===== src/design/mgr_pkg.sv =====
package mgr_pkg;

   typedef enum logic [3:0] {
      ST_IDLE,
      ST_UPDATE,
      ST_SELECT,
      ST_SCROLL,
      ST_SQUARE,
      ST_PINCH,
      ST_SWSUM,
      ST_SWDIV,
      ST_SWIPE,
      ST_EMIT
   } state_type;

   typedef struct packed {
      logic load;
      logic update;
      logic select;
      logic scroll;
      logic square;
      logic pinch;
      logic swsum;
      logic swdiv;
      logic swipe;
      logic emit;
   } cmd_type;

   typedef struct packed {
      logic is_move;
      logic is_bad;
      logic cnt_two;
      logic cnt_three;
      logic emit_last;
   } sts_type;

   localparam logic [1:0] OP_DOWN = 2'd0;
   localparam logic [1:0] OP_MOVE = 2'd1;
   localparam logic [1:0] OP_UP   = 2'd2;
   localparam logic [1:0] OP_NONE = 2'd3;

   localparam logic [1:0] KIND_GESTURE = 2'd3;

   localparam logic [7:0] G_SCROLL_UP   = 8'd0;
   localparam logic [7:0] G_SCROLL_DOWN = 8'd1;
   localparam logic [7:0] G_PINCH_IN    = 8'd2;
   localparam logic [7:0] G_PINCH_OUT   = 8'd3;
   localparam logic [7:0] G_SWIPE_LEFT  = 8'd4;
   localparam logic [7:0] G_SWIPE_RIGHT = 8'd5;
   localparam logic [7:0] G_SWIPE_UP    = 8'd6;
   localparam logic [7:0] G_SWIPE_DOWN  = 8'd7;

   localparam logic [1:0] CSR_SCROLL = 2'd0;
   localparam logic [1:0] CSR_PINCH  = 2'd1;
   localparam logic [1:0] CSR_SWIPE  = 2'd2;

   localparam logic [15:0] SCROLL_THR_RST = 16'd20;
   localparam logic [31:0] PINCH_THR_RST  = 32'd2000;
   localparam logic [15:0] SWIPE_THR_RST  = 16'd50;

   // ceil(2^20 / 3), exact for magnitudes below 2^19
   localparam logic [18:0] RECIP3 = 19'd349526;

endpackage


===== src/design/mgr_ctrl.sv =====
module mgr_ctrl (
   input  logic             clock,
   input  logic             reset,
   input  logic             start,
   input  mgr_pkg::sts_type sts,
   output mgr_pkg::cmd_type cmd,
   output logic             busy,
   output logic             rsp_valid
);
   import mgr_pkg::*;

   state_type state_ff, state_in;

   always_ff @(posedge clock) begin
      if (reset) begin
         state_ff <= ST_IDLE;
      end else begin
         state_ff <= state_in;
      end
   end

   always_comb begin
      state_in = state_ff;
      unique case (state_ff)
         ST_IDLE:   if (start) state_in = ST_UPDATE;
         ST_UPDATE: begin
            if (sts.is_bad)       state_in = ST_IDLE;
            else if (sts.is_move) state_in = ST_SELECT;
            else                  state_in = ST_EMIT;
         end
         ST_SELECT: begin
            if (sts.cnt_two)        state_in = ST_SCROLL;
            else if (sts.cnt_three) state_in = ST_SWSUM;
            else                    state_in = ST_EMIT;
         end
         ST_SCROLL: state_in = ST_SQUARE;
         ST_SQUARE: state_in = ST_PINCH;
         ST_PINCH:  state_in = ST_EMIT;
         ST_SWSUM:  state_in = ST_SWDIV;
         ST_SWDIV:  state_in = ST_SWIPE;
         ST_SWIPE:  state_in = ST_EMIT;
         ST_EMIT:   if (sts.emit_last) state_in = ST_IDLE;
         default:   state_in = ST_IDLE;
      endcase
   end

   always_comb begin
      cmd        = '0;
      cmd.load   = (state_ff == ST_IDLE) && start;
      cmd.update = (state_ff == ST_UPDATE);
      cmd.select = (state_ff == ST_SELECT);
      cmd.scroll = (state_ff == ST_SCROLL);
      cmd.square = (state_ff == ST_SQUARE);
      cmd.pinch  = (state_ff == ST_PINCH);
      cmd.swsum  = (state_ff == ST_SWSUM);
      cmd.swdiv  = (state_ff == ST_SWDIV);
      cmd.swipe  = (state_ff == ST_SWIPE);
      cmd.emit   = (state_ff == ST_EMIT);
      busy       = (state_ff != ST_IDLE);
      rsp_valid  = (state_ff == ST_EMIT);
   end

endmodule


===== config.mk =====
export PLATFORM = sky130hd
export DESIGN_NAME = mgr_ctrl
export DESIGN_NICKNAME = d
export VERILOG_FILES = /design/src/design/mgr_pkg.sv /design/src/design/mgr_ctrl.sv
export SDC_FILE = /design/constraint.sdc
export NUM_CORES = 1
export LEC_CHECK = 0
export BUFFER_PORTS_ARGS = -buffer_cell sky130_fd_sc_hd__buf_2
export CORE_AREA = 2 2 39 41
export CTS_CLUSTER_SIZE = 14
export DETAILED_ROUTE_END_ITERATION = 10
export DIE_AREA = 0 0 41 43
export GPL_TIMING_DRIVEN = 0
export SKIP_CTS_REPAIR_TIMING = 1
export SLEW_MARGIN = 40
export SYNTH_ARGS = -nofsm -noshare
export SYNTH_HDL_FRONTEND = slang
export SYNTH_SLANG_ARGS = --single-unit

===== constraint.sdc =====
create_clock -name clock -period 2.1 [get_ports clock]
set_input_delay 0.42 -clock clock [delete_from_list [all_inputs] [get_ports clock]]
set_output_delay 0.42 -clock clock [all_outputs]
set_load 0.05 [all_outputs]

==> flow_metrics.env, run 1 <==
export IMPL_dr_pass1_iters=3
export IMPL_cp_max_fo=10
export IMPL_largestRegisters="state_ff (4)"
export IMPL_clockBufferDepth=2
export IMPL_crit_type="reg2out"
export IMPL_detailroute_via_count=414
export IMPL_cts_buffers=3
export IMPL_synthArstFlopShare_pct=0
export IMPL_coreArea_um2=1384
export IMPL_io_buffers=19
export IMPL_cp_end_kind="primary output"
export IMPL_via_per_inst=4.652
export IMPL_die_area_um2=1763
export IMPL_rsz0062_at_grt="false"
export IMPL_hp_class="in2reg"
export IMPL_setup_viol=0
export IMPL_worst_slew_pin_transition_ns=0.2938
export IMPL_cp_required_ns=1.68
export IMPL_top_register="state_ff"
export IMPL_setup_slack_ns=0.3091
export IMPL_path_clk_slew_ns=0.03
export IMPL_dp_worst_setup_slack_ns=0.5567
export IMPL_ir_worst_vdd_mv=0.3474
export IMPL_route_antenna_remaining_nets=0
export IMPL_ys_warn_count=0
export IMPL_h_tree_depth=1
export IMPL_drt_iter0_drc=3
export IMPL_synth_seq_cells=4
export IMPL_dp_cells=86
export IMPL_avgSynthCellArea_um2=6.869
export IMPL_synthTopCellsByCount="9 x nor2_1, 7 x nor3_1, 5 x nand2b_1"
export IMPL_cp_start_kind="register"
export IMPL_synth_area_top_cells="dfxtp_1 23%, nor3_1 10%, nor2_1 9.6%"
export IMPL_drive_above_1_share_pct=41.10
export IMPL_post_route_util_pct=35.62
export IMPL_fin_crit_ns=1.791
export IMPL_die_y_um=43
export IMPL_slew_headroom_pct=79.91
export IMPL_dp_hpwl_um=714.7
export IMPL_diodes=0
export IMPL_synth_area_um2=350.3
export IMPL_grt_overflow=0
export IMPL_root_buffer="clkbuf_4"
export IMPL_tns_ns=0
export IMPL_gp_congestion=0.6904
export IMPL_grt_use_total_pct=10.94
export IMPL_cts_tree="yes"
export IMPL_routedWlPerCell_um=10.03
export IMPL_synth_nets=59
export IMPL_synthFlopType="dfxtp_1"
export IMPL_synth_largest_area_cell="dfxtp_1"
export IMPL_wl_um=893
export IMPL_antenna_found_initial=0
export IMPL_worstPathArrival_ns=1.37
export IMPL_synth_cell_types=23
export IMPL_largest_reg_flops=4
export IMPL_synth_edff_count=0
export IMPL_insertion_delay_ns=0.23
export IMPL_p_per_area_nw_per_um2=653.5
export IMPL_netlist_area_leader_share_pct=22.86
export IMPL_timing_final_crit_share_pct=85.28
export IMPL_fmax_ghz=0.5584
export IMPL_synthCells=51
export IMPL_worst_clock_skew_ns=0.001546
export IMPL_outcome="finished clean"
export IMPL_clock_sinks=4
export IMPL_post_layout_nonfiller_instances=89
export IMPL_drv_slew=0
export IMPL_cap_violations=0
export IMPL_start_util_pct=25.32
export IMPL_grt_pass1_wl_um=1269
export IMPL_die_x_um=41
export IMPL_synthToLayoutAreaGrowth_pct=40.71
export IMPL_power_leakage_nw=0.2581
export IMPL_yosysMostFrequentCell="nor2_1"
export IMPL_final_hold_viol_count=0
export IMPL_fp_row_count=14
export IMPL_grt_pass1_vias=302
export IMPL_drc=0
export IMPL_yosysSeqAreaShare_pct=22.86
export IMPL_nets=83
export IMPL_grt_max_degree=11
export IMPL_io_pins=20
-- layout make-up --
type	count	area, um^2
buffer	5	33.78
clock buffer	3	22.52
fill	157	890.9
inverter	3	11.26
multi-input combinational	39	230.2
sequential	4	80.08
tap	16	20.02
timing repair buffer	19	95.09
-- per-stage QoR --
stage	cell area (um^2)	power, mW	hold slack, ns
after global routing	493.0	0.3445	0.4148
after CTS	493.0	0.3264	0.4112
final	493.0	0.3222	0.4151
after floorplan	355.3	0.1971	0.4924
after detailed placement	470.5	0.2309	0.6177
after global placement	470.5	0.2299	0.6188
-- cells by family (layout without fill, tap and decap cells) --
logic type | count (synthesis) | after routing | synth area share [%]
AO/OA/AOI/OAI | 11 | 11 | 23.57
buffers and inverters | 8 | 30 | 12.86
AND/OR/NAND/NOR | 28 | 28 | 40.72
flip-flops | 4 | 4 | 22.86
-- metal layers --
layer | part of all wire [%] | routed length [um] | global-route usage (%) | vias to the layer above
met5 | 0 | 0 | 0 | -
met4 | 0 | 0 | 4.000 | 0
met3 | 9.6 | 86 | 6.283 | 0
met2 | 41 | 367 | 14.69 | 19
met1 | 49 | 439 | 14.15 | 174
li1 | - | - | - | 221
-- worst max-delay path: stages (launching register included) --
cell and delay, ns:
dfxtp_1 0.30, buf_2 0.18, nor2_1 0.22, and3_1 0.18, buf_2 0.25
-- final timing paths --
check,start,to,slack (ns),depth (start not counted)
setup / recovery,state_ff[2],cmd[9],0.31,4
hold / removal,reset,state_ff[1],0.42,2
setup reg to reg,state_ff[0],state_ff[0],0.85,5
hold reg to reg,state_ff[3],state_ff[2],0.62,2
-- report_power, final --
part	total [mW]	switching [mW]	internal (mW)
logic	0.145	0.101	0.0440
registers	0.0846	0.00229	0.0823
clock network	0.0929	0.0291	0.0637
total	0.322	0.132	0.190
-- cells in the final DEF (no fill, tap or decap), types with 2 or more instances in the layout --
cell type	n
a21o_1	2
dfxtp_1	4
clkbuf_4	3
nand2b_1	5
nor3_1	6
nor2_1	9
nand2_1	3
buf_2	22
inv_1	3
(Power assumes the default switching activity.)
==> inputs of run 2 (changes only) <==
--- a/config.mk
+++ b/config.mk
@@ -6,10 +6,10 @@
 export NUM_CORES = 1
 export LEC_CHECK = 0
 export BUFFER_PORTS_ARGS = -buffer_cell sky130_fd_sc_hd__buf_2
-export CORE_AREA = 2 2 39 41
+export CORE_AREA = 4 4 41 43
 export CTS_CLUSTER_SIZE = 14
 export DETAILED_ROUTE_END_ITERATION = 10
-export DIE_AREA = 0 0 41 43
+export DIE_AREA = 0 0 45 47
 export GPL_TIMING_DRIVEN = 0
 export SKIP_CTS_REPAIR_TIMING = 1
 export SLEW_MARGIN = 40
==> run 2 against run 1 <==
  * Clock skew about the same
  * Design area decreased by 0.25%
  * Highest routed layer unchanged
  * Die area increased by 20%
  * Clock power decreased by 0.8%
  * Count of clock-buffer cells in the layout unchanged
  * Worst hold slack got worse by 0.0066 ns
  * First-iteration DRC count increased to 3.7 times the previous value
  * Via count decreased by 1.7%
  * Maximum frequency decreased by 2.0%
  * Utilization increased by 2.2 points
  * Sequential power about the same
  * Global-route usage decreased by 1.1 points
==> flow_metrics.env, run 2 (same netlist as run 1, synthesis figures left out) <==
export IMPL_setup_viol=0
export IMPL_cts_buffers=3
export IMPL_cp_max_fo=10
export IMPL_grt_max_degree=11
export IMPL_largestRegisters="state_ff (4)"
export IMPL_fill_cells=148
export IMPL_r2r_start="state_ff[2]"
export IMPL_critical_path_startpoint="state_ff[2]"
export IMPL_hp_start="reset"
export IMPL_gp_congestion=0.7720
export IMPL_top_register="state_ff"
export IMPL_crit_type="reg2out"
export IMPL_synthToLayoutAreaGrowth_pct=40.36
export IMPL_worst_slew_pin_transition_ns=0.2968
export IMPL_worstPathArrival_ns=1.41
export IMPL_cts_tree="yes"
export IMPL_tns_ns=0
export IMPL_via_per_inst=4.625
export IMPL_dp_worst_setup_slack_ns=0.5309
export IMPL_cp_required_ns=1.68
export IMPL_dp_hpwl_um=737.8
export IMPL_seq_power_share_pct=26.3
export IMPL_route_antenna_remaining_nets=0
export IMPL_diodes=0
export IMPL_root_buffer="clkbuf_4"
export IMPL_fmax_ghz=0.5473
export IMPL_fin_crit_ns=1.827
export IMPL_cpPeakStageDelay_ns=0.31
export IMPL_cp_start_kind="register"
export IMPL_p_per_area_nw_per_um2=652.9
export IMPL_start_util_pct=26.92
export IMPL_worst_path_most_repeated_cell="buf_2"
export IMPL_rsz0062_at_grt="false"
export IMPL_mostFrequentLayoutCells="22 x buf_2, 9 x nor2_1, 6 x nor3_1, 5 x nand2b_1, 4 x dfxtp_1"
export IMPL_antenna_found_initial=0
export IMPL_final_hold_viol_count=0
export IMPL_p_int_uw=190.0
export IMPL_drv_slew=0
export IMPL_io_buffers=19
export IMPL_grt_pass1_vias=348
export IMPL_path_clk_slew_ns=0.03
export IMPL_switching_power_uw=131.1
export IMPL_drc=0
export IMPL_layout_commonest_cell="buf_2"
export IMPL_setup_slack_ns=0.2729
export IMPL_cp_end_kind="primary output"
export IMPL_drt_iter0_drc=11
export IMPL_detailroute_via_count=407
export IMPL_die_area_um2=2115
export IMPL_worstPathCellList="buf_2 -> nor2_1 -> and3_1 -> buf_2"
export IMPL_worst_clock_skew_ns=0.001702
export IMPL_timing_final_crit_share_pct=87.00
export IMPL_slew_headroom_pct=79.70
export IMPL_cap_violations=0
export IMPL_dr_pass1_iters=4
export IMPL_fp_row_count=13
export IMPL_p_clk_share_pct=28.7
export IMPL_crit_path_top_delay_cell="dfxtp_1"
export IMPL_post_route_util_pct=37.79
export IMPL_io_pins=20
export IMPL_nets=83
export IMPL_grt_pass1_wl_um=1490
export IMPL_die_y_um=47
export IMPL_swShare_pct=40.82
export IMPL_power_leakage_nw=0.2581
export IMPL_clock_sinks=4
export IMPL_hp_class="in2reg"
export IMPL_outcome="finished clean"
export IMPL_pwr_share_comb_pct=45.0
export IMPL_die_x_um=45
export IMPL_ir_worst_vdd_mv=0.3803
export IMPL_h_tree_depth=1
export IMPL_wl_um=898
export IMPL_largest_reg_flops=4
export IMPL_insertion_delay_ns=0.23
export IMPL_grt_use_total_pct=9.874
export IMPL_grt_overflow=0
export IMPL_clockBufferDepth=2
export IMPL_drive_above_1_share_pct=41.10
export IMPL_coreArea_um2=1301
export IMPL_routedWlPerCell_um=10.20
==> run 2: cell counts in the layout (fill, tap and decap cells not counted) <==
Identical to the previous run, type by type.
==> run 2: area by class of cell <==
type / count / area (um^2) / share of cell area, %
timing repair buffer: 19 / 95.09 / 19.34
sequential: 4 / 80.08 / 16.28
buffer: 5 / 33.78 / 6.870
clock buffer: 3 / 22.52 / 4.580
multi-input combinational: 39 / 230.2 / 46.82
tap: 15 / 18.77 / 3.817
inverter: 3 / 11.26 / 2.290
==> run 2: final timing paths <==
kind                               endpoint  cells past startpoint  slack (ns)
worst max-delay path                 cmd[9]                      4        0.27
worst min-delay path            state_ff[1]                      2        0.41
worst max register to register  state_ff[3]                      5        0.83
worst min register to register  state_ff[2]                      2        0.62
==> run 2: power by group through the flow <==
| stage | logic, mW | registers, mW | clock network, mW |
|---|---|---|---|
| floorplan | 0.112 | 0.0851 | 0 |
| global placement | 0.145 | 0.0854 | 0 |
| detailed placement | 0.145 | 0.0856 | 0 |
| CTS | 0.146 | 0.0844 | 0.0969 |
| global route | 0.158 | 0.0851 | 0.104 |
| finish | 0.145 | 0.0843 | 0.0922 |
==> run 2: per-layer routing <==
layer	GRT usage [%]	routed length [um]	vias to the layer above	part of all wire, %
li1	-	-	226	-
met1	13.64	468	162	52
met2	12.71	322	19	36
met3	6.513	108	0	12
met4	1.754	0	0	0
met5	0	0	-	0
==> run 2: metrics by stage <==
step	instances	instance area (um^2)	power [mW]	hold slack, ns
detailed placement	85	469.2	0.2309	0.6145
global placement	85	469.2	0.2304	0.6135
finish	88	491.7	0.3211	0.4085
floorplan	51	355.3	0.1971	0.4924
global route	88	491.7	0.3474	0.4130
CTS	88	491.7	0.3271	0.4007
==> run 2: critical path, delay by kind of cell, from the launching register on <==
kind                   cells  cell delay (ns)
buffers and inverters      2             0.44
flip-flops                 1             0.31
AND/OR/NAND/NOR            2             0.43
==> inputs of run 3 (changes only) <==
--- a/config.mk
+++ b/config.mk
@@ -5,7 +5,7 @@
 export SDC_FILE = /design/constraint.sdc
 export NUM_CORES = 1
 export LEC_CHECK = 0
-export BUFFER_PORTS_ARGS = -buffer_cell sky130_fd_sc_hd__buf_2
+export BUFFER_PORTS_ARGS = -buffer_cell sky130_fd_sc_hd__buf_4
 export CORE_AREA = 4 4 41 43
 export CTS_CLUSTER_SIZE = 14
 export DETAILED_ROUTE_END_ITERATION = 10
==> run 3 against run 2 <==
  * Critical path depth did not move
  * Combinational power grew 9%
  * Clock skew grew 0.00093 ns
  * Sequential share of layout area shrank 1.4 points
  * Largest power group unchanged
  * Register-to-register slack hardly changed
  * First-iteration DRC count up 73%
  * Worst hold slack worse by 0.024 ns
==> flow_metrics.env, run 3 (same netlist as run 1, synthesis figures left out) <==
export IMPL_die_area_um2=2115
export IMPL_io_pins=20
export IMPL_gp_congestion=0.7643
export IMPL_die_y_um=47
export IMPL_clock_sinks=4
export IMPL_grt_pass1_wl_um=1476
export IMPL_fmax_ghz=0.5610
export IMPL_path_clk_slew_ns=0.03
export IMPL_r2r_start="state_ff[2]"
export IMPL_slew_headroom_pct=78.33
export IMPL_clockBufferDepth=2
export IMPL_synthToLayoutAreaGrowth_pct=53.93
export IMPL_drc=0
export IMPL_final_hold_viol_count=0
export IMPL_dp_worst_setup_slack_ns=0.5773
export IMPL_cap_violations=0
export IMPL_worst_path_buf_inv=2
export IMPL_h_tree_depth=1
export IMPL_die_x_um=45
export IMPL_worstPathArrival_ns=1.36
export IMPL_route_antenna_remaining_nets=0
export IMPL_cts_tree="yes"
export IMPL_hp_class="in2reg"
export IMPL_rsz0062_at_grt="false"
export IMPL_via_per_inst=5.000
export IMPL_grt_pass1_vias=377
export IMPL_setup_slack_ns=0.3174
export IMPL_routedWlPerCell_um=10.69
export IMPL_min_to="state_ff[1]"
export IMPL_post_route_cell_area_um2=539.3
export IMPL_cp_max_fo=10
export IMPL_p_per_area_nw_per_um2=624.1
export IMPL_crit_path_top_delay_cell="dfxtp_1"
export IMPL_whs_ns=0.3847
export IMPL_drt_iter0_drc=19
export IMPL_largest_reg_flops=4
export IMPL_tns_ns=0
export IMPL_mostFrequentLayoutCells="20 x buf_4, 9 x nor2_1, 6 x nor3_1, 5 x nand2b_1, 4 x dfxtp_1"
export IMPL_setup_viol=0
export IMPL_top_register="state_ff"
export IMPL_coreArea_um2=1301
export IMPL_power_leakage_nw=0.2645
export IMPL_dp_hpwl_um=756.8
export IMPL_p_total_uw=336.6
export IMPL_cts_buffers=3
export IMPL_worst_r2r_path_depth=5
export IMPL_fin_crit_ns=1.783
export IMPL_io_buffers=19
export IMPL_grt_overflow=0
export IMPL_outcome="finished clean"
export IMPL_reg2reg_to="state_ff[3]"
export IMPL_post_dp_cell_area_um2=516.7
export IMPL_start_util_pct=26.92
export IMPL_cp_required_ns=1.68
export IMPL_grt_use_total_pct=9.716
export IMPL_wl_um=941
export IMPL_largestRegisters="state_ff (4)"
export IMPL_fp_row_count=13
export IMPL_worst_clock_skew_ns=0.002633
export IMPL_nets=83
export IMPL_cp_start_kind="register"
export IMPL_dp_cells=85
export IMPL_r2r_setup_slack_ns=0.82
export IMPL_layout_commonest_cell="buf_4"
export IMPL_cp_end_kind="primary output"
export IMPL_root_buffer="clkbuf_4"
export IMPL_worstPathCellList="buf_2 -> nor2_1 -> and3_1 -> buf_4"
export IMPL_antenna_found_initial=0
export IMPL_cpPeakStageDelay_ns=0.31
export IMPL_crit_type="reg2out"
export IMPL_dr_pass1_iters=4
export IMPL_whs_path_depth=2
export IMPL_diodes=0
export IMPL_insertion_delay_ns=0.24
export IMPL_post_route_util_pct=41.44
export IMPL_ir_worst_vdd_mv=0.3037
export IMPL_worst_slew_pin_transition_ns=0.3169
export IMPL_detailroute_via_count=440
export IMPL_grt_max_degree=11
export IMPL_hp_start="reset"
export IMPL_crit_family="simple AND/OR/NAND/NOR gates"
export IMPL_drive_above_1_share_pct=41.10
export IMPL_timing_final_crit_share_pct=84.89
export IMPL_drv_slew=0
export IMPL_post_layout_nonfiller_instances=88
==> run 3: changes by cell type in the layout (fill, tap and decap cells not counted) <==
cell	delta
buf_2	-19
buf_4	+19
==> run 3: routing by layer <==
metal	share of wire [%]	GRT usage, %
met5	0	0
met4	0	1.754
met3	12	5.747
met2	38	14.69
met1	50	12.05
==> run 3: cell type report <==
cell class / instances / area [um^2]
fill: 150 / 762.0
multi-input combinational: 39 / 230.2
timing repair buffer: 19 / 142.6
sequential: 4 / 80.08
buffer: 5 / 33.78
clock buffer: 3 / 22.52
tap: 15 / 18.77
inverter: 3 / 11.26
==> run 3: worst max-delay path by stage <==
stage,endpoint,from,cells past startpoint,slack (ns)
detailed placement,cmd[9],state_ff[2],4,0.58
finish,cmd[9],state_ff[2],4,0.32
global placement,cmd[9],state_ff[2],4,0.57
global route,cmd[9],state_ff[2],4,0.27
floorplan,cmd[5],state_ff[0],3,0.03
CTS,cmd[9],state_ff[2],4,0.32
==> run 3: power breakdown <==
group / switching [mW] / internal [mW] / leakage [nW]
clock network: 0.0301 / 0.0638 / 0.0138
registers: 0.00201 / 0.0823 / 0.0326
logic: 0.102 / 0.0562 / 0.218
total: 0.134 / 0.202 / 0.264
